===== config.mk =====
export PLATFORM = sky130hd
export DESIGN_NAME = dc_ctrl
export DESIGN_NICKNAME = d
export VERILOG_FILES = /design/src/rtl/dc_pkg.sv /design/src/rtl/dc_ctrl.sv
export SDC_FILE = /design/constraint.sdc
export NUM_CORES = 1
export LEC_CHECK = 0
export CELL_PAD_IN_SITES_DETAIL_PLACEMENT = 0
export CELL_PAD_IN_SITES_GLOBAL_PLACEMENT = 1
export CORE_AREA = 2 2 43 45
export DETAILED_ROUTE_END_ITERATION = 6
export DIE_AREA = 0 0 45 47
export DONT_BUFFER_PORTS = 1
export GPL_TIMING_DRIVEN = 0
export PLACE_DENSITY_LB_ADDON = 0.1
export REMOVE_ABC_BUFFERS = 1
export SKIP_CTS_REPAIR_TIMING = 1
export SLEW_MARGIN = 5
export SYNTH_ARGS = -nofsm -noshare
export SYNTH_HDL_FRONTEND = slang
export SYNTH_SLANG_ARGS = --single-unit

===== constraint.sdc =====
create_clock -name clk -period 2.55 [get_ports clk]
set_clock_uncertainty 0.1 [all_clocks]
set_input_delay 0.255 -clock clk [delete_from_list [all_inputs] [get_ports clk]]
set_output_delay 0.255 -clock clk [all_outputs]
set_load 0.02 [all_outputs]

===== src/rtl/dc_pkg.sv =====
// Shared types and constants of the divisor counter.
// Holds the controller/datapath command and status records and the factor codes.
// Depends on nothing; every other file of the block imports it.
package dc_pkg;

	localparam int DC_N_WIDTH = 40;
	localparam int DC_OUT_W   = 13;
	localparam logic [DC_OUT_W-1:0] DC_OUT_MAX = '1;

	typedef enum logic [1:0] {
		FAC_E     = 2'd0,
		FAC_TWO   = 2'd1,
		FAC_THREE = 2'd2,
		FAC_FOUR  = 2'd3
	} fac_t;

	typedef struct packed {
		logic load;
		logic div_start;
		logic take_quot;
		logic next_d;
		logic mul_en;
		fac_t fac;
		logic publish;
	} dc_cmd_t;

	typedef struct packed {
		logic cube_le;
		logic sq_le;
		logic m_gt_one;
		logic div_done;
		logic rem_zero;
		logic quot_eq_d;
	} dc_sts_t;

endpackage


===== src/rtl/dc_ctrl.sv =====
// Controller of the divisor counter: sequences factor stripping, the leftover
// test and the result hand-off. Depends on dc_pkg.
module dc_ctrl import dc_pkg::*; (
	input  logic    clk,
	input  logic    arst_n,
	input  logic    in_valid,
	output logic    in_ready,
	output logic    out_valid,
	input  logic    out_ready,
	input  dc_sts_t sts,
	output dc_cmd_t cmd
);
	typedef enum logic [7:0] {
		ST_IDLE = 8'b0000_0001,
		ST_CHKA = 8'b0000_0010,
		ST_SA   = 8'b0000_0100,
		ST_DIVA = 8'b0000_1000,
		ST_CHKB = 8'b0001_0000,
		ST_SB   = 8'b0010_0000,
		ST_DIVB = 8'b0100_0000,
		ST_FIN  = 8'b1000_0000
	} state_t;

	state_t state_q;
	state_t state_d;
	logic   out_valid_q;

	always_comb begin
		state_d = state_q;
		cmd     = '0;
		cmd.fac = FAC_E;
		case (state_q)
			ST_IDLE: begin
				if (in_valid) begin
					cmd.load = 1'b1;
					state_d  = ST_CHKA;
				end
			end
			ST_CHKA: begin
				state_d = sts.cube_le ? ST_SA : ST_CHKB;
			end
			ST_SA: begin
				cmd.div_start = 1'b1;
				state_d       = ST_DIVA;
			end
			ST_DIVA: begin
				if (sts.div_done) begin
					if (sts.rem_zero) begin
						cmd.take_quot = 1'b1;
						state_d       = ST_SA;
					end else begin
						cmd.mul_en = 1'b1;
						cmd.fac    = FAC_E;
						cmd.next_d = 1'b1;
						state_d    = ST_CHKA;
					end
				end
			end
			ST_CHKB: begin
				if (sts.sq_le) begin
					state_d = ST_SB;
				end else begin
					cmd.mul_en = sts.m_gt_one;
					cmd.fac    = FAC_TWO;
					state_d    = ST_FIN;
				end
			end
			ST_SB: begin
				cmd.div_start = 1'b1;
				state_d       = ST_DIVB;
			end
			ST_DIVB: begin
				if (sts.div_done) begin
					if (sts.rem_zero) begin
						cmd.mul_en = 1'b1;
						cmd.fac    = sts.quot_eq_d ? FAC_THREE : FAC_FOUR;
						state_d    = ST_FIN;
					end else begin
						cmd.next_d = 1'b1;
						state_d    = ST_CHKB;
					end
				end
			end
			ST_FIN: begin
				if (!out_valid_q || out_ready) begin
					cmd.publish = 1'b1;
					state_d     = ST_IDLE;
				end
			end
			default: begin
				state_d = ST_IDLE;
			end
		endcase
	end

	always_ff @(posedge clk or negedge arst_n) begin
		if (!arst_n) begin
			state_q     <= ST_IDLE;
			out_valid_q <= 1'b0;
		end else begin
			state_q <= state_d;
			if (cmd.publish) begin
				out_valid_q <= 1'b1;
			end else if (out_ready) begin
				out_valid_q <= 1'b0;
			end
		end
	end

	assign in_ready  = state_q == ST_IDLE;
	assign out_valid = out_valid_q;

endmodule


==> key figures, run 1 <==
Run status
  – Status: finished clean

Die
  – I/O pin count: 20
  – Die Area: between 0.002 and 0.0025 sq mm
  – Initial Util: 40.3%
  – Die W: 45 um
  – Row count: 15
  – Die height: roughly 47 um
  – Core area: approximately 0.0017 sq mm

Synthesis
  – Asr flop ratio synth: 100%
  – Post-synth EDFFs: 0
  – Synth Flop Type: dfrtp_1
  – Cells after synthesis: 82
  – Avg Cell Area, Syn: 8.12 sq um
  – Ys Warns: 0
  – Post-synthesis sequential area ratio: approximately a third
  – Post-Syn Area: between 600 and 700 sq um
  – FF+latch count, synth: 9
  – Cell variety after synth: 33

Layout
  – Design area: approximately 740 sq um
  – Diodes inserted: 0
  – Fillers: about 190
  – Area grow syn2layout: 11.1%
  – Layout cell share with drive strength beyond 1: between 10% and 20%
  – Most common cell after layout, fill and taps aside: nor2_1
  – Final core utilization: between 40% and 50%
  – Nets@finish: 94
  – Most frequent cells in the layout: nor2_1, nand2_1, dfrtp_1

STA
  – Final Hold Fails: 0
  – Crit path time final: about 2.4 ns
  – Fmax: about 0.41 GHz
  – Actual slew at the worst max-slew pin: roughly 0.38 ns
  – Setup ws final: a little over 0.1 ns
  – Headroom to the max-slew limit: about three quarters
  – Setup TNS: 0 ns
  – Setup Viol. Count Final: 0
  – Slew Viols, Final: 0
  – Period utilization: 96.0%
  – Min Hold Slack: 0.0112 ns
  – RSZ-0062 raised after global routing: yes

Clocking
  – Clk slew on worst S/H paths: roughly 0.060 ns
  – Clock sink count: 9
  – Worst skew pair latency: ~0.25 ns
  – Root buf cell: clkbuf_4
  – H-tree Lvls: 1
  – CTS buffer count: 3
  – CTS tree: built
  – Max Root-Sink Buffers: 2

Global routing
  – Largest net degree at the start of global routing: 12
  – Vias in the first global route: about 540
  – First-pass GRT wire length: between 2000 and 2500 um
  – Initial antenna violation count: 0
  – Overall Global Routing Usage: between 15 and 20%
  – Grt ovf: 0

Routing
  – Drt total wl: approximately 1500 um
  – Final antenna-violating net count: 0
  – Drt first pass iters: 4
  – Starting DRT DRC Count: 19
  – Vias per cell: ~6.4
  – Drt wl/cell: approximately 15 um
  – Via count of the routed design: about 640
  – Remaining DRCs: 0

Placement
  – Post-DP HPWL: between 1000 and 1500 um
  – DP Worst Slack: 0.0966 ns
  – RD Place Congestion: about 0.8
  – Port bufs: 0
  – Placed Area: 671 sq um

Critical path
  – CP Launch Type: flip-flop
  – Crit end category: primary output
  – Setup CP Type: reg2out
  – Critical path data required time: between 2 and 2.5 ns
  – Crit path DAT: 2.09 ns
  – CP Max Fanout: 6

Power
  – Pleak: a little under 0.3 nW
  – PD cells: between 700 and 800 mW/mm^2
  – Peak supply drop: roughly 0.00037 V

Worst hold path
  – Worst min path class: in2reg

Run
  – Max-cap violations: 0
[layer usage]
layer / vias up / global-route usage [%] / part of all wire, %
li1: 305 / - / -
met1: 286 / 23.9 / 46
met2: 42 / 23.4 / 44
met3: 2 / 1.54 / 9.1
met4: 0 / 8.82 / 1.0
met5: - / 0 / 0
[where the power goes]
| group | switching (mW) | internal [mW] | leakage [nW] |
|---|---|---|---|
| Clock | 0.0428 | 0.0598 | 0.0150 |
| Sequential | 0.0334 | 0.169 | 0.121 |
| Combinational | 0.158 | 0.106 | 0.160 |
[worst max-delay path, stage by stage (launching register included)]
cell	delay [ns]
dfrtp_1	0.42
nor4_4	0.39
nand2b_1	0.16
or3_1	0.48
o32ai_4	0.39
[synth_stat cells (2+ instances only)]
| cell type | count | area share [%] |
|---|---|---|
| nand4b_1 | 5 | 6.6 |
| o22ai_1 | 2 | 1.9 |
| nor2_1 | 11 | 6.2 |
| dfrtp_1 | 8 | 30 |
| nor3b_1 | 2 | 2.3 |
| nand4_1 | 3 | 2.8 |
| nor2b_1 | 2 | 1.9 |
| nor3_1 | 4 | 3.0 |
| inv_1 | 5 | 2.8 |
| o32ai_1 | 2 | 2.6 |
| a21oi_1 | 3 | 2.3 |
| clkbuf_1 | 2 | 1.1 |
| or3_1 | 2 | 1.9 |
| o21ai_0 | 3 | 2.3 |
| nand2_1 | 8 | 4.5 |
| nand2b_1 | 2 | 1.9 |
| nand3_1 | 2 | 1.5 |
[cell type report]
class,count,area (sq um),share of cell area [%]
clock buffer,4,26.3,3.55
inverter,5,18.8,2.54
multi-input combinational,64,437,59.1
sequential,9,226,30.6
tap,17,21.3,2.88
timing repair buffer,1,10.0,1.35
[path summary, 6_finish.rpt]
kind                              end  slack [ns]  cells after the start       start
max                            cmd[1]        0.10                      4  state_q[4]
min in group asynchronous  state_q[5]        0.25                      1      arst_n
max reg2reg                state_q[1]        0.54                      5  state_q[4]
min reg2reg                state_q[3]        0.55                      3  state_q[5]
max in group asynchronous  state_q[0]        1.78                      1      arst_n
min                        state_q[5]        0.01                      2      sts[4]
[kinds of logic after synthesis]
family | count (synthesis) | share of synthesized area, %
AND/OR/NAND/NOR | 46 | 41.5
AO/OA/AOI/OAI | 16 | 16.5
flip-flops | 9 | 34.0
buffers and inverters | 9 | 5.26
XOR/XNOR | 2 | 2.63
[registers in the layout, indices dropped and copies added, names as in the netlist]
signal	flops
out_valid	1
state_q	8
[metrics by stage]
stage / cells / power (mW)
6_report: 100 / 0.569
5_1_grt: 100 / 0.612
4_1_cts: 99 / 0.567
3_5_place_dp: 95 / 0.460
3_3_place_gp: 95 / 0.462
2_1_floorplan: 78 / 0.415
Power figures use the tool's default switching activity.
==> run 2, diff against run 1 <==
HOLD_SLACK_MARGIN = 0.06   (was unset)
==> run 2 against run 1 <==
  * Cell count rose by 3.0%
  * Largest power group unchanged
  * Non-clock buffer count rose by 3
  * Worst hold slack improved by 0.059 ns
  * Critical endpoint unchanged
  * Register-to-register slack barely moved
  * Global-route usage did not move
  * Critical path depth did not move
==> key figures, run 2 (synthesis results as in run 1) <==
Run
  – Max-cap violations: 0

Clocking
  – Clk slew on worst S/H paths: about 0.060 ns
  – CTS buffer count: 3
  – H-tree Lvls: 1
  – CTS tree: built
  – Clock sink count: 9
  – Max Root-Sink Buffers: 2
  – Worst skew pair latency: between 0.2 and 0.3 ns
  – Root buf cell: clkbuf_4

Layout
  – Diodes inserted: 0
  – Layout Cells excl Fill: 103
  – Final core utilization: between 40% and 50%
  – Largest Register: state_q
  – Most common cell after layout, fill and taps aside: nor2_1
  – Most frequent cells in the layout: nor2_1, nand2_1, dfrtp_1
  – Area grow syn2layout: 15.6%
  – Nets@finish: 97
  – Fillers: 186
  – Max FFs per register: 8
  – Layout cell share with drive strength beyond 1: about a tenth

Run status
  – Status: finished clean

Routing
  – Final antenna-violating net count: 0
  – Remaining DRCs: 0
  – Vias per cell: 6.19
  – Drt first pass iters: 4
  – Via count of the routed design: between 600 and 700
  – Drt total wl: 1530 um
  – Starting DRT DRC Count: 20
  – Drt wl/cell: between 10 and 15 um

STA
  – Actual slew at the worst max-slew pin: 0.384 ns
  – Slew Viols, Final: 0
  – Crit path time final: 2.43 ns
  – Fmax: approximately 0.41 GHz
  – RSZ-0062 raised after global routing: yes
  – Final Hold Fails: 0
  – Setup Viol. Count Final: 0
  – Period utilization: between 90% and 100%
  – Headroom to the max-slew limit: between 70% and 80%

Power
  – PD cells: roughly 750 mW/mm^2
  – Peak supply drop: roughly 0.00042 V
  – Pleak: 0.308 nW

Global routing
  – Grt ovf: 0
  – Initial antenna violation count: 0
  – Vias in the first global route: 535
  – First-pass GRT wire length: approximately 2400 um
  – Largest net degree at the start of global routing: 12
  – Overall Global Routing Usage: between 10% and 20%

Critical path
  – Crit end category: primary output
  – Critical path data required time: between 2 and 2.5 ns
  – RR Startpoint: state_q[4]
  – Setup CP Type: reg2out
  – Worst reg2reg path depth: 5
  – Worst Setup SP: state_q[4]
  – Crit path DAT: about 2.1 ns
  – CP Capture Point: cmd[1]
  – CP Launch Type: flip-flop
  – CP Max Fanout: 6
  – RR Endpoint: state_q[1]
  – Reg2reg setup slack: roughly 0.55 ns

Placement
  – RD Place Congestion: just over 0.8
  – Inst Count DP: 95
  – Post-DP HPWL: 1190 um
  – Port bufs: 0

Die
  – Core area: approximately 0.0017 sq mm
  – Die Area: between 0.002 and 0.0025 sq mm
  – Die height: between 40 and 50 um
  – Row count: 15
  – I/O pin count: 20
  – Initial Util: approximately two fifths
  – Die W: 45 um

Worst hold path
  – Worst min path class: in2reg
==> run 2: cell count changes in the layout (fill, tap and decap cells not counted), sizes merged <==
cell	before	now
dlygate4sd3	1	4
==> run 2: worst max-delay path: stages, from the launching register on <==
cell      delay [ns]
dfrtp_1         0.42
nor4_4          0.39
nand2b_1        0.15
or3_1           0.47
o32ai_4         0.39
==> run 2: cell type report <==
| class | instances | area (sq um) | area share, % |
|---|---|---|---|
| Multi-Input combinational cell | 64 | 437 | 56.7 |
| Sequential cell | 9 | 226 | 29.4 |
| Timing Repair Buffer | 4 | 40.0 | 5.20 |
| Clock buffer | 4 | 26.3 | 3.41 |
| Tap cell | 17 | 21.3 | 2.76 |
| Inverter | 5 | 18.8 | 2.44 |
==> run 2: power by group <==
part / internal (mW) / total, mW / switching [mW]
Sequential: 0.169 / 0.202 / 0.0333
Combinational: 0.109 / 0.269 / 0.160
Clock: 0.0599 / 0.104 / 0.0439
Total: 0.338 / 0.575 / 0.237
==> run 2: worst min path at each step <==
stage                       from          to  slack (ns)  cells past startpoint
after floorplan           arst_n   out_valid       -0.14                      0
after global placement    arst_n  state_q[4]       -0.14                      0
after detailed placement  arst_n  state_q[5]       -0.14                      0
after CTS                 arst_n  state_q[5]       -0.42                      0
after global routing      sts[1]  state_q[1]        0.09                      2
final                     sts[1]  state_q[1]        0.07                      2
==> run 2: stage by stage <==
step	setup slack, ns	hold slack (ns)	setup TNS, ns	power [mW]	instance area [sq um]
global placement	0.0774	-0.140	0	0.462	671
global route	-0.0158	0.0949	-0.0158	0.616	769
CTS	-0.189	-0.418	-0.230	0.567	697
detailed placement	0.0966	-0.140	0	0.460	671
floorplan	0.292	-0.141	0	0.415	649
finish	0.116	0.0705	0	0.575	769
==> run 2: per-layer routing <==
| metal | track usage (%) | share of wire, % | vias up | wire length [um] |
|---|---|---|---|---|
| met5 | 0 | 0 | - | 0 |
| met4 | 8.82 | 1.7 | 0 | 26 |
| met3 | 1.54 | 6.3 | 2 | 97 |
| met2 | 23.4 | 43 | 29 | 662 |
| met1 | 23.9 | 49 | 296 | 745 |
| li1 | - | - | 311 | - |
==> run 3, diff against run 2 <==
--- a/config.mk
+++ b/config.mk
@@ -8,7 +8,8 @@
 export CELL_PAD_IN_SITES_DETAIL_PLACEMENT = 0
 export CELL_PAD_IN_SITES_GLOBAL_PLACEMENT = 1
-export CORE_AREA = 2 2 43 45
+export CORE_AREA = 2 2 42 44
+export CTS_BUF_LIST = sky130_fd_sc_hd__clkbuf_4 sky130_fd_sc_hd__clkbuf_8
 export DETAILED_ROUTE_END_ITERATION = 6
-export DIE_AREA = 0 0 45 47
+export DIE_AREA = 0 0 44 46
 export DONT_BUFFER_PORTS = 1
 export GPL_TIMING_DRIVEN = 0
==> constraint.sdc (replaced) <==
create_clock -name clk -period 2.55 [get_ports clk]
set_clock_uncertainty 0.1 [all_clocks]
set_input_delay 0.1275 -clock clk [delete_from_list [all_inputs] [get_ports clk]]
set_output_delay 0.1275 -clock clk [all_outputs]
set_load 0.02 [all_outputs]
==> run 3 against run 2 <==
  * Critical path type unchanged
  * Largest cell class unchanged
  * Non-clock buffer count up 3
  * Worst setup slack better by 0.0011 ns
  * Final area up 1.8%
  * Sequential share of layout area down 0.52 points
  * Sequential power about the same
  * Routed wire length up 12%
  * Total power up 5.4%
  * Combinational power up 2%
  * Sequential cell count unchanged
  * Critical path depth unchanged
  * Die area down 4.3%
  * Global-route usage up 3.3 points
==> key figures, run 3 (synthesis results as in run 1) <==
STA
  – Slew Viols, Final: 0
  – Setup Viol. Count Final: 0
  – Headroom to the max-slew limit: 68.1%
  – Min Hold Slack: 0.125 ns
  – Actual slew at the worst max-slew pin: 0.475 ns
  – RSZ-0062 raised after global routing: no
  – Final Hold Fails: 0
  – Crit path time final: ~2.4 ns
  – Setup ws final: between 0.1 and 0.15 ns
  – Fmax: between 0.4 and 0.5 GHz
  – Period utilization: about 95%

Routing
  – Drt first pass iters: 4
  – Starting DRT DRC Count: 22
  – Remaining DRCs: 0
  – Vias per cell: 5.92
  – Final antenna-violating net count: 0
  – Drt wl/cell: approximately 16 um
  – Via count of the routed design: between 600 and 700
  – Drt total wl: roughly 1700 um

Die
  – Die height: between 40 and 50 um
  – Initial Util: about two fifths
  – Die Area: between 0.002 and 0.0025 sq mm
  – Die W: 44 um
  – I/O pin count: 20
  – Core area: 0.00161 sq mm
  – Row count: 15

Global routing
  – Global routing's busiest layer: met2
  – Initial antenna violation count: 0
  – Overall Global Routing Usage: between 10% and 20%
  – Largest net degree at the start of global routing: 12
  – Grt ovf: 0
  – Met3 GRT Util: ~4.0%
  – GR Layer Usage met2: 28.8%
  – Met1 Usage GRT: approximately a quarter
  – Vias in the first global route: roughly 580
  – First-pass GRT wire length: around 2700 um

Power
  – PD cells: 773 mW/mm^2
  – Peak supply drop: approximately 0.00035 V
  – Pleak: between 0.3 and 0.4 nW

Layout
  – Most frequent cells in the layout: nor2_1, nand2_1, dfrtp_1
  – Largest Register: state_q
  – Most common cell after layout, fill and taps aside: nor2_1
  – Max FFs per register: 8
  – Multi-input logic area: around 420 sq um
  – Area grow syn2layout: 17.7%
  – Fillers: about 150
  – Diodes inserted: 0
  – Nets@finish: 100
  – Storage cell area: approximately 230 sq um
  – Layout cell share with drive strength beyond 1: 11.2%
  – Final core utilization: around 49%

Clocking
  – Max Root-Sink Buffers: 2
  – Worst skew pair latency: between 0.2 and 0.3 ns
  – H-tree Lvls: 1
  – Clock sink count: 9
  – Root buf cell: clkbuf_4
  – CTS buffer count: 3
  – CTS tree: built
  – Clk slew on worst S/H paths: about 0.060 ns

Critical path
  – Crit path DAT: 2.21 ns
  – CP Max Fanout: 6
  – Critical path data required time: 2.32 ns
  – Crit end category: primary output
  – Setup CP Type: reg2out
  – CP Launch Type: flip-flop

Run status
  – Status: finished clean

Placement
  – RD Place Congestion: slightly above 0.8
  – Post-DP HPWL: about 1200 um
  – DP Worst Slack: between 0.2 and 0.25 ns
  – Port bufs: 0

Run
  – Max-cap violations: 0

Worst hold path
  – Worst min path class: in2reg
==> run 3: changes by cell type in the layout (fill, tap and decap cells not counted), sizes merged <==
cell         delta
dlygate4sd3     +3
==> run 3: final cells by class <==
| type | instances | area share [%] |
|---|---|---|
| multi-input cells | 64 | 53.2 |
| well taps | 17 | 2.72 |
| repair buffers | 7 | 8.95 |
| clock buffers | 4 | 3.83 |
| inverters | 5 | 2.40 |
| flip-flops and latches | 9 | 28.9 |
==> run 3: power breakdown <==
| group | internal, mW | leakage, nW | switching [mW] | total, mW |
|---|---|---|---|---|
| sequential | 0.168 | 0.121 | 0.0331 | 0.202 |
| combinational | 0.112 | 0.179 | 0.163 | 0.275 |
| clock | 0.0712 | 0.0184 | 0.0577 | 0.129 |
==> run 3: critical path, stage by stage (launching register included) <==
cell and delay, ns:
dfrtp_1 0.44, nor4_4 0.42, nand2b_1 0.15, or3_1 0.45
o32ai_2 0.47
==> run 3: layer usage <==
layer | wire [um] | up-vias
li1 | - | 314
met1 | 825 | 289
met2 | 733 | 22
met3 | 130 | 2
met4 | 21 | 0
met5 | 0 | -
==> run 3: worst paths after layout <==
kind,start,endpoint,slack (ns),depth (start not counted)
max,state_q[1],cmd[1],0.12,4
min,sts[2],state_q[0],0.12,2
max reg2reg,state_q[1],state_q[1],0.49,5
min reg2reg,state_q[4],state_q[3],0.54,3
max in group asynchronous,arst_n,state_q[0],1.88,1
min in group asynchronous,arst_n,state_q[2],0.13,1
==> run 3: through the flow <==
step                      instances  setup TNS, ns  power, mW  cell area, sq um
after floorplan                  78              0      0.415               649
after global placement           95              0      0.463               671
after detailed placement         95              0      0.463               671
after CTS                        99        -0.0819      0.592               701
after global routing            106              0      0.648               783
final                           106              0      0.606               783
