<file path="src/rtl/dc_pkg.sv">
// Shared types and constants of the divisor counter.
// Holds the controller/datapath command and status records and the factor codes.
// Depends on nothing; every other file of the block imports it.
package dc_pkg;

	localparam int DC_N_WIDTH = 40;
	localparam int DC_OUT_W   = 13;
	localparam logic [DC_OUT_W-1:0] DC_OUT_MAX = '1;

	typedef enum logic [1:0] {
		FAC_E     = 2'd0,
		FAC_TWO   = 2'd1,
		FAC_THREE = 2'd2,
		FAC_FOUR  = 2'd3
	} fac_t;

	typedef struct packed {
		logic load;
		logic div_start;
		logic take_quot;
		logic next_d;
		logic mul_en;
		fac_t fac;
		logic publish;
	} dc_cmd_t;

	typedef struct packed {
		logic cube_le;
		logic sq_le;
		logic m_gt_one;
		logic div_done;
		logic rem_zero;
		logic quot_eq_d;
	} dc_sts_t;

endpackage

</file>
<file path="src/rtl/dc_div.sv">
// Restoring divider of the divisor counter, one quotient bit per cycle.
// Depends on dc_pkg; instantiated by the datapath dc_dp.
module dc_div import dc_pkg::*; #(
	parameter int N_WIDTH = DC_N_WIDTH
) (
	input  logic               clk,
	input  logic               arst_n,
	input  logic               start,
	input  logic [N_WIDTH-1:0] dividend,
	input  logic [N_WIDTH-1:0] divisor,
	output logic               done,
	output logic [N_WIDTH-1:0] quotient,
	output logic               rem_zero
);
	localparam int CW = $clog2(N_WIDTH + 1);

	logic [N_WIDTH-1:0] rem_q;
	logic [N_WIDTH-1:0] quo_q;
	logic [CW-1:0]      cnt_q;
	logic               busy_q;
	logic               done_q;
	logic [N_WIDTH:0]   trial;
	logic [N_WIDTH:0]   diff;
	logic               ge;

	assign trial = {rem_q, quo_q[N_WIDTH-1]};
	assign ge    = trial >= {1'b0, divisor};
	assign diff  = trial - {1'b0, divisor};

	always_ff @(posedge clk or negedge arst_n) begin
		if (!arst_n) begin
			busy_q <= 1'b0;
			done_q <= 1'b0;
			cnt_q  <= '0;
		end else begin
			done_q <= 1'b0;
			if (start) begin
				busy_q <= 1'b1;
				cnt_q  <= CW'(N_WIDTH);
			end else if (busy_q) begin
				cnt_q <= cnt_q - CW'(1);
				if (cnt_q == CW'(1)) begin
					busy_q <= 1'b0;
					done_q <= 1'b1;
				end
			end
		end
	end

	always_ff @(posedge clk) begin
		if (start) begin
			rem_q <= '0;
			quo_q <= dividend;
		end else if (busy_q) begin
			rem_q <= ge ? diff[N_WIDTH-1:0] : trial[N_WIDTH-1:0];
			quo_q <= {quo_q[N_WIDTH-2:0], ge};
		end
	end

	assign done     = done_q;
	assign quotient = quo_q;
	assign rem_zero = rem_q == '0;

endmodule

</file>
<file path="src/rtl/dc_dp.sv">
// Datapath of the divisor counter: shrinking value, trial divisor with its square
// and cube, running count and result register. Depends on dc_pkg and dc_div.
module dc_dp import dc_pkg::*; #(
	parameter int N_WIDTH = DC_N_WIDTH
) (
	input  logic                clk,
	input  logic                arst_n,
	input  logic [N_WIDTH-1:0]  n_value,
	input  dc_cmd_t             cmd,
	output dc_sts_t             sts,
	output logic [DC_OUT_W-1:0] divisor_count,
	output logic [DC_OUT_W-1:0] count_less_one
);
	localparam int SW = N_WIDTH + 2;
	localparam int EW = $clog2(N_WIDTH + 1);
	localparam int PW = DC_OUT_W + EW;

	logic [N_WIDTH-1:0]  m_q;
	logic [N_WIDTH-1:0]  d_q;
	logic [SW-1:0]       sq_q;
	logic [SW-1:0]       cube_q;
	logic [DC_OUT_W-1:0] total_q;
	logic                sat_q;
	logic [EW-1:0]       e_q;
	logic [DC_OUT_W-1:0] count_q;
	logic [DC_OUT_W-1:0] less_q;

	logic [N_WIDTH-1:0]  quotient;
	logic                div_done;
	logic                rem_zero;
	logic                d_is_two;
	logic [N_WIDTH-1:0]  d_next;
	logic [SW-1:0]       sq_next;
	logic [SW-1:0]       cube_next;
	logic [EW-1:0]       fac_val;
	logic [PW-1:0]       prod;
	logic                prod_big;

	dc_div #(.N_WIDTH(N_WIDTH)) u_div (
		.clk      (clk),
		.arst_n   (arst_n),
		.start    (cmd.div_start),
		.dividend (m_q),
		.divisor  (d_q),
		.done     (div_done),
		.quotient (quotient),
		.rem_zero (rem_zero)
	);

	// Stepping the divisor by two (from 2 it steps to 3): (d+2)^2 = d^2 + 4d + 4, (d+2)^3 = d^3 + 6d^2 + 12d + 8.
	assign d_is_two  = d_q == N_WIDTH'(2);
	assign d_next    = d_is_two ? N_WIDTH'(3) : d_q + N_WIDTH'(2);
	assign sq_next   = d_is_two ? SW'(9) : sq_q + {d_q, 2'b00} + SW'(4);
	assign cube_next = d_is_two ? SW'(27) :
		cube_q + {sq_q[SW-3:0], 2'b00} + {sq_q[SW-2:0], 1'b0} +
		SW'({d_q, 3'b000}) + {d_q, 2'b00} + SW'(8);

	always_comb begin
		case (cmd.fac)
			FAC_E:     fac_val = e_q;
			FAC_TWO:   fac_val = EW'(2);
			FAC_THREE: fac_val = EW'(3);
			FAC_FOUR:  fac_val = EW'(4);
			default:   fac_val = EW'(1);
		endcase
	end

	assign prod     = PW'(total_q) * PW'(fac_val);
	assign prod_big = prod > PW'(DC_OUT_MAX);

	always_ff @(posedge clk) begin
		if (cmd.load) begin
			m_q     <= n_value;
			d_q     <= N_WIDTH'(2);
			sq_q    <= SW'(4);
			cube_q  <= SW'(8);
			total_q <= DC_OUT_W'(1);
			sat_q   <= 1'b0;
			e_q     <= EW'(1);
		end else begin
			if (cmd.take_quot) begin
				m_q <= quotient;
				e_q <= e_q + EW'(1);
			end
			if (cmd.next_d) begin
				d_q    <= d_next;
				sq_q   <= sq_next;
				cube_q <= cube_next;
				e_q    <= EW'(1);
			end
			if (cmd.mul_en) begin
				total_q <= prod_big ? DC_OUT_MAX : prod[DC_OUT_W-1:0];
				sat_q   <= sat_q | prod_big;
			end
		end
		if (cmd.publish) begin
			if (m_q == '0) begin
				count_q <= '0;
				less_q  <= '0;
			end else if (sat_q) begin
				count_q <= DC_OUT_MAX;
				less_q  <= DC_OUT_MAX;
			end else begin
				count_q <= total_q;
				less_q  <= total_q - DC_OUT_W'(1);
			end
		end
	end

	assign sts.cube_le   = cube_q <= SW'(m_q);
	assign sts.sq_le     = sq_q <= SW'(m_q);
	assign sts.m_gt_one  = m_q > N_WIDTH'(1);
	assign sts.div_done  = div_done;
	assign sts.rem_zero  = rem_zero;
	assign sts.quot_eq_d = quotient == d_q;

	assign divisor_count  = count_q;
	assign count_less_one = less_q;

endmodule

</file>
<file path="config.mk">
export PLATFORM = sky130hd
export DESIGN_NAME = dc_dp
export DESIGN_NICKNAME = d
export VERILOG_FILES = /design/src/rtl/dc_pkg.sv /design/src/rtl/dc_div.sv /design/src/rtl/dc_dp.sv
export SDC_FILE = /design/constraint.sdc
export NUM_CORES = 1
export LEC_CHECK = 0
export BUFFER_PORTS_ARGS = -buffer_cell sky130_fd_sc_hd__buf_4
export CAP_MARGIN = 40
export CELL_PAD_IN_SITES_DETAIL_PLACEMENT = 0
export CELL_PAD_IN_SITES_GLOBAL_PLACEMENT = 1
export CORE_MARGIN = 8
export CORE_UTILIZATION = 35
export DETAILED_ROUTE_END_ITERATION = 10
export GPL_TIMING_DRIVEN = 0
export PLACE_DENSITY_LB_ADDON = 0.1
export SLEW_MARGIN = 20
export SYNTH_ARGS = -nofsm -noshare
export SYNTH_HDL_FRONTEND = slang
export SYNTH_HIERARCHICAL = 1
export SYNTH_SLANG_ARGS = --single-unit
export TNS_END_PERCENT = 20
</file>
<file path="constraint.sdc">
create_clock -name clk -period 4.7 [get_ports clk]
set_input_delay 0.94 -clock clk [delete_from_list [all_inputs] [get_ports clk]]
set_output_delay 0.94 -clock clk [all_outputs]
set_load 0.02 [all_outputs]
</file>
==> metrics.md, run 1 <==
| Metric | Value |
|---|---|
| Post-Synthesis Cells | `2922` |
| Core area | `roughly 77000 um^2` |
| Num rows | `around 100` |
| Overall routing resource usage | `0.2041` |
| Post-route ant nets | `0` |
| Cell with the most instances after synthesis | `ha_1` |
| Layout cells sized above 1 | `0.1325` |
| TritonCTS clock tree | `built` |
| Post-CTS Hold Buffers | `0` |
| Seq. cell area | `between 7000 and 8000 um^2` |
| Number of synthesized flops with an enable pin | `approximately 110` |
| Clk slew on worst S/H paths | `about 0.06 ns` |
| Worst Clk Skew | `approximately 0.03 ns` |
| Actual slew at the worst max-slew pin | `~0.84 ns` |
| Required @ worst endpoint | `roughly 5.1 ns` |
| H-tree Lvls | `2` |
| Final worst slack | `-0.5167 ns` |
| # IOs | `a little over 80` |
| # placed instances | `4053` |
| Max cap viols | `0` |
| Fillers | `7762` |
| RSZ-0062 raised after global routing | `true` |
| Fin. max-slew vios | `0` |
| Clock latency on the worst-skew pair | `0.58 ns` |
| Crit path arrival time | `about 5.6 ns` |
| Hold Fails Final Rpt | `0` |
| Met2 Use GR | `0.3432` |
| Slowest stage cell, crit path | `fa_1` |
| Post-route clock period utilization | `1.110` |
| Area Growth Syn to Fin | `15.49%` |
| Relative slew slack | `0.4399` |
| Top_reg_cell synth | `dfxtp_1` |
| First-pass GRT wire length | `approximately 140 mm` |
| Die area | `87250 um^2` |
| Final net count | `3653` |
| Finished Layout Cells | `roughly 4200` |
| Status | `finished with violations` |
| Area share of the largest cell type after synthesis | `0.1672` |
| Wirelength per Cell | `~22 um` |
| Drt initial violations | `roughly 1100` |
| Via/cell ratio | `between 5 and 6` |
| CTS Buf Count | `39` |
| GRT met3 Usage | `0.02169` |
| Worst Hold Class | `in2async` |
| Final min period | `between 5 and 6 ns` |
| Max Fclk | `around 0.19 GHz` |
| Die Wd | `roughly 300 um` |
| Biggest area consumer among synthesized cells | `ha_1` |
| Root buffer cell | `clkbuf_16` |
| Initial core utilization | `0.3532` |
| DRC | `0` |
| Setup CP Type | `in2reg` |
| Grt met1 use | `0.2770` |
| Crit-path cells | `buf_12 > inv_12 > ha_4 > mux2i_4 > buf_6 > nor2b_1 > fa_1 > fa_1 > inv_2 > fa_1 > inv_2 > ha_4 > a21o_1 > a21o_1 > a21oi_2 > o21ai_2 > o221ai_2 > mux2i_1 > o211ai_1 > nor3b_4 > buf_4 > buf_6 > a211oi_2` |
| Routability-driven placement congestion ratio | `slightly below 0.9` |
| Vias | `22015` |
| Vias in the first global route | `between 20000 and 25000` |
| Synthesized cell area | `27320 um^2` |
| Largest net degree at the start of global routing | `27` |
| Grt total ovfl | `0` |
| Min Hold Slack | `~0.19 ns` |
| Synthesized area per cell | `9.350 um^2` |
| Violated checks | `setup timing` |
| Leakage | `14.71 nW` |
| Synth async-reset ratio | `0.02712` |
| Worst path most repeated cell | `fa_1` |
| Die Span Y | `just under 300 um` |
| Critical path's top delay family | `adder cells` |
| Unique masters post-synth | `90` |
| First-pass DRT Iterations | `5` |
| Area of the multi-input gates | `between 15000 and 20000 um^2` |
| Initial antenna violation count | `1` |
| WL final | `between 80 and 90 mm` |
| Worst ir drop on vdd | `~0.29 mV` |
| Crit end category | `flip-flop` |
| Setup Viol. Count Final | `15` |
| CTS Sinks | `295` |
| Startpoint types | `primary input` |
| Yosys synthesis warning count | `6` |
| CTS max path bufs | `3` |
| Synthesized net count | `about 3500` |
| Pwr dens | `approximately 370 nW/um^2` |
| Top post-synthesis cells by count | `ha_1 (365), inv_1 (249), nor2_1 (208)` |
| Sequential-to-total area share from yosys stat | `0.2565` |
| CP peak stage delay | `approximately 0.52 ns` |
| CP Max Fanout | `5` |
| Seq cells post-synth | `around 300` |
| IO buf count | `79` |
| CP Buf/Inv Count | `7` |
| Synth top area cells | `ha_1 (17%), dfxtp_1 (13%), fa_1 (12%), edfxtp_1 (12%), xnor2_1 (4.1%)` |
| Hpwl dp | `~73 mm` |
| GRT Max-Usage Layer | `met2` |
## final timing paths
path / from / to / slack (ns) / depth (start not counted)
max: cmd[2] / total_q[5] / -0.52 / 23
min: arst_n / u_div/cnt_q[3] / 0.19 / 1
max reg2reg: total_q[6] / total_q[5] / -0.40 / 19
min reg2reg: cube_q[33] / cube_q[33] / 0.49 / 2
max in group asynchronous: arst_n / u_div/cnt_q[0] / 4.38 / 1
min in group clk: cube_q[33] / cube_q[33] / 0.49 / 2
## flip-flops by register name (all words and copies together), names as in the netlist, 6 cells and up
register and count:
count_less_one 13, cube_q 41, d_q 39, divisor_count 13
e_q 6, m_q 40, sq_q 41, total_q 13
u_div/cnt_q 6, u_div/quotient 40, u_div/rem_q 40
## stage by stage
stage               total power [mW]  worst slack, ns  utilization  setup TNS [ns]  instance area [um^2]
detailed placement             8.271           -1.558       0.3831          -29.73                 29630
global placement               8.207           -1.571       0.3811          -28.81                 29470
floorplan                      6.916          -0.5191            -          -6.458                 27580
CTS                            11.59          -0.4802       0.4055          -6.508                 31360
finish                         11.52          -0.5167       0.4080          -6.806                 31550
global route                   12.23          -0.6671       0.4079          -9.589                 31550
## placed cells by master, fill, tap and decap left out, types with 21 or more instances in the layout
cell,instances
buf_4,99
a211oi_1,51
xnor2_1,128
edfxtp_1,106
inv_1,238
o21ai_0,149
nor4_1,35
nand2_1,183
fa_1,158
clkbuf_16,41
dfxtp_2,21
o21bai_1,21
mux2i_1,36
mux2_2,82
nor2b_1,57
o21a_1,21
a21oi_1,172
nor2_1,206
nand4_1,62
nand3_1,43
ha_1,355
dfxtp_1,155
clkbuf_1,90
nor3_1,25
and3_1,44
xor2_1,85
a21o_1,81
## layout make-up
cell class | instances | share of cell area
clock inverters | 16 | 0.006623
well taps | 1040 | 0.04124
diodes | 1 | 0.00007931
repair buffers | 117 | 0.03244
flip-flops and latches | 295 | 0.2235
inverters | 250 | 0.03038
clock buffers | 55 | 0.03545
multi-input cells | 2268 | 0.6134
plain buffers | 108 | 0.01689
## per-layer routing
metal / part of all wire / vias to the layer above
met3: 0.036 / 122
met4: 0.028 / 0
li1: - / 10675
met5: 0 / -
met2: 0.47 / 408
met1: 0.47 / 10810
## repair_timing
| action | 4_1_cts | 5_1_grt |
|---|---|---|
| buffers inserted | 19 | 4 |
| pin swaps | 35 | 24 |
| hold endpoints to repair | 0 | 0 |
| gates resized for setup | 76 | 41 |
| endpoints found under the setup margin | 38 | 29 |
| gates cloned | 2 | 0 |
## worst register-to-register path: cells and delay by family (launching register included)
family                   cells  cell delay (ns)
flip-flops                   1             0.31
multiplexers                 1             0.30
AO/OA/AOI/OAI                7             1.12
buffers and inverters        5             0.86
AND/OR/NAND/NOR              2             0.57
adder cells (fa/ha/maj)      4             1.78
## power by group
| part | switching (mW) | leakage (nW) | internal, mW |
|---|---|---|---|
| sequential | 0.378 | 2.67 | 3.03 |
| combinational | 2.77 | 11.4 | 2.16 |
| clock | 1.25 | 0.651 | 1.93 |
## cell families (layout without fill, tap and decap cells)
family                   after synthesis  in the layout  synth area share
AND/OR/NAND/NOR                      755            755            0.1371
AO/OA/AOI/OAI                        653            653            0.1543
adder cells (fa/ha/maj)              524            524            0.2837
buffers and inverters                359            546           0.05125
flip-flops                           295            295            0.2565
XOR/XNOR                             213            213           0.06828
multiplexers                         123            123           0.04891
other                                  0              1                 0
No activity file was read; power rests on OpenSTA's default activity.
==> run 2: changes to the inputs <==
Settings changed: CORE_MARGIN 8 to default, SKIP_CTS_REPAIR_TIMING from default to 1.
Clock period 4.7 ns to 4.15 ns, I/O delays scaled along.
==> run 2 against run 1 <==
Effect of this change: design area grew 2.3%; global-route usage grew 2.0 points; register-to-register slack lost 0.41 ns; non-clock buffer count grew 42; via count grew 1.3%; the flow still finishes with violations (setup timing); first-iteration DRC count grew 2.9%; final cell count grew 1.1%; setup slack lost 0.38 ns; power grew 16%; core utilization grew 0.95 points; highest routed layer unchanged; largest power group unchanged.
==> metrics.md, run 2 (synthesis results as in run 1) <==
| Metric | Value |
|---|---|
| Seq. cell area | `about 7100 um^2` |
| Relative slew slack | `0.4632` |
| Core area | `a little under 80000 um^2` |
| # placed instances | `roughly 4100` |
| Post-route clock period utilization | `1.215` |
| Num rows | `102` |
| CP peak stage delay | `between 0.5 and 0.6 ns` |
| Final worst slack | `-0.8933 ns` |
| Vias | `22308` |
| Largest net degree at the start of global routing | `30` |
| Overall routing resource usage | `0.2245` |
| CTS Sinks | `between 200 and 300` |
| Wirelength per Cell | `around 21 um` |
| Most frequent cells in the layout | `ha_1 (344), inv_1 (237), nor2_1 (208)` |
| DRC | `0` |
| IO buf count | `79` |
| Crit path arrival time | `5.47 ns` |
| Hpwl dp | `72.40 mm` |
| CTS max path bufs | `3` |
| Total power | `approximately 13 mW` |
| Clk slew on worst S/H paths | `around 0.060 ns` |
| TritonCTS clock tree | `built` |
| First-pass DRT Iterations | `5` |
| Grt total ovfl | `0` |
| Final Core Density | `0.4175` |
| Crit end category | `flip-flop` |
| Die area | `a little under 80000 um^2` |
| Area Growth Syn to Fin | `18.18%` |
| Hold Fails Final Rpt | `0` |
| Post-Place Setup Slack | `-1.997 ns` |
| Ant diodes | `0` |
| Setup CP Type | `in2reg` |
| Leakage | `14.96 nW` |
| Setup Viol. Count Final | `31` |
| Biggest regs | `cube_q (41), sq_q (41)` |
| Worst Hold Class | `in2async` |
| Die Span Y | `between 200 and 300 um` |
| Critical path's top delay family | `adder cells` |
| Actual slew at the worst max-slew pin | `about 0.80 ns` |
| CTS Buf Count | `41` |
| Finished Layout Cells | `approximately 4200` |
| R2R Setup Slk | `-0.81 ns` |
| Initial antenna violation count | `1` |
| Initial core utilization | `0.3532` |
| Max cap viols | `0` |
| Startpoint types | `primary input` |
| Post-route ant nets | `0` |
| Fin. max-slew vios | `0` |
| Slowest stage cell, crit path | `fa_2` |
| Clock latency on the worst-skew pair | `about 0.58 ns` |
| CP Max Fanout | `8` |
| Final net count | `approximately 3700` |
| First-pass GRT wire length | `around 140 mm` |
| # IOs | `82` |
| Violated checks | `setup timing` |
| Worst ir drop on vdd | `approximately 0.33 mV` |
| WL final | `88.80 mm` |
| Layout cells sized above 1 | `0.1632` |
| Reg2reg start | `total_q[5]` |
| Via/cell ratio | `between 5 and 6` |
| Most common cell after layout, fill and taps aside | `ha_1` |
| Pwr dens | `about 410 nW/um^2` |
| Area of the multi-input gates | `just under 20000 um^2` |
| H-tree Lvls | `2` |
| Status | `finished with violations` |
| Root buffer cell | `clkbuf_16` |
| Required @ worst endpoint | `4.57 ns` |
| R2r worst-path depth | `19` |
| Worst Clk Skew | `about 0.023 ns` |
| Vias in the first global route | `between 20000 and 25000` |
| Fillers | `around 7800` |
| RSZ-0062 raised after global routing | `true` |
| CP Buf/Inv Count | `8` |
| RR Endpoint | `total_q[5]` |
| Max Fclk | `between 0.15 and 0.2 GHz` |
| Die Wd | `between 200 and 300 um` |
| Drt initial violations | `between 1000 and 1500` |
| Routability-driven placement congestion ratio | `slightly below 0.9` |
| Final min period | `around 5.0 ns` |
| Crit-path cells | `buf_8 > clkinv_8 > ha_4 > mux2i_4 > buf_8 > buf_6 > nor2b_1 > fa_1 > fa_1 > inv_1 > fa_2 > inv_2 > ha_4 > a21o_1 > a21o_1 > a21oi_2 > o21ai_2 > a2111o_1 > a21oi_2 > o211ai_1 > nor3b_4 > buf_4 > clkbuf_16 > a211oi_2` |
-- run 2: changes by cell type in the layout (fill, tap and decap cells not counted), sizes merged --
cell | previous run | this run
clkinv | 11 | 15
buf | 137 | 182
clkinvlp | 1 | 4
bufinv | 5 | 6
clkbuf | 142 | 136
clkdlybuf4s15 | 1 | 0
inv | 249 | 250
diode | 1 | 0
-- run 2: worst max-delay path by stage --
stage | from | endpoint | cells after the start
6_report | cmd[1] | total_q[5] | 24
4_1_cts | cmd[2] | total_q[3] | 22
2_1_floorplan | cmd[2] | total_q[10] | 22
3_3_place_gp | cmd[2] | total_q[9] | 22
3_5_place_dp | cmd[2] | total_q[3] | 22
5_1_grt | cmd[1] | total_q[5] | 24
-- run 2: per-layer routing --
| metal | GRT usage | vias up | wire, um |
|---|---|---|---|
| li1 | - | 10736 | - |
| met1 | 0.3028 | 11046 | 41310 |
| met2 | 0.3798 | 404 | 42190 |
| met3 | 0.02320 | 122 | 2829 |
| met4 | 0.06201 | 0 | 2465 |
| met5 | 0 | - | 0 |
-- run 2: final cells by class --
| type | count | share of cell area |
|---|---|---|
| Buffer | 104 | 0.01608 |
| Clock buffer | 51 | 0.03488 |
| Clock inverter | 25 | 0.008797 |
| Inverter | 250 | 0.02984 |
| Multi-Input combinational cell | 2268 | 0.6076 |
| Sequential cell | 295 | 0.2205 |
| Tap cell | 1040 | 0.04030 |
| Timing Repair Buffer | 163 | 0.04193 |
-- run 2: metrics by stage --
stage / hold WS [ns] / TNS [ns] / area [um^2]
2_1_floorplan: 0.4459 / -12.90 / 27580
3_3_place_gp: 0.4881 / -53.76 / 29470
3_5_place_dp: 0.4868 / -51.03 / 29630
4_1_cts: 0.04417 / -44.19 / 31040
5_1_grt: 0.05569 / -19.85 / 32290
6_report: 0.07114 / -14.92 / 32290
-- run 2: where the power goes --
part	leakage (nW)	total (mW)	switching (mW)	internal, mW
Sequential	2.69	3.85	0.428	3.42
Combinational	11.6	5.79	3.20	2.58
Clock	0.680	3.76	1.46	2.30
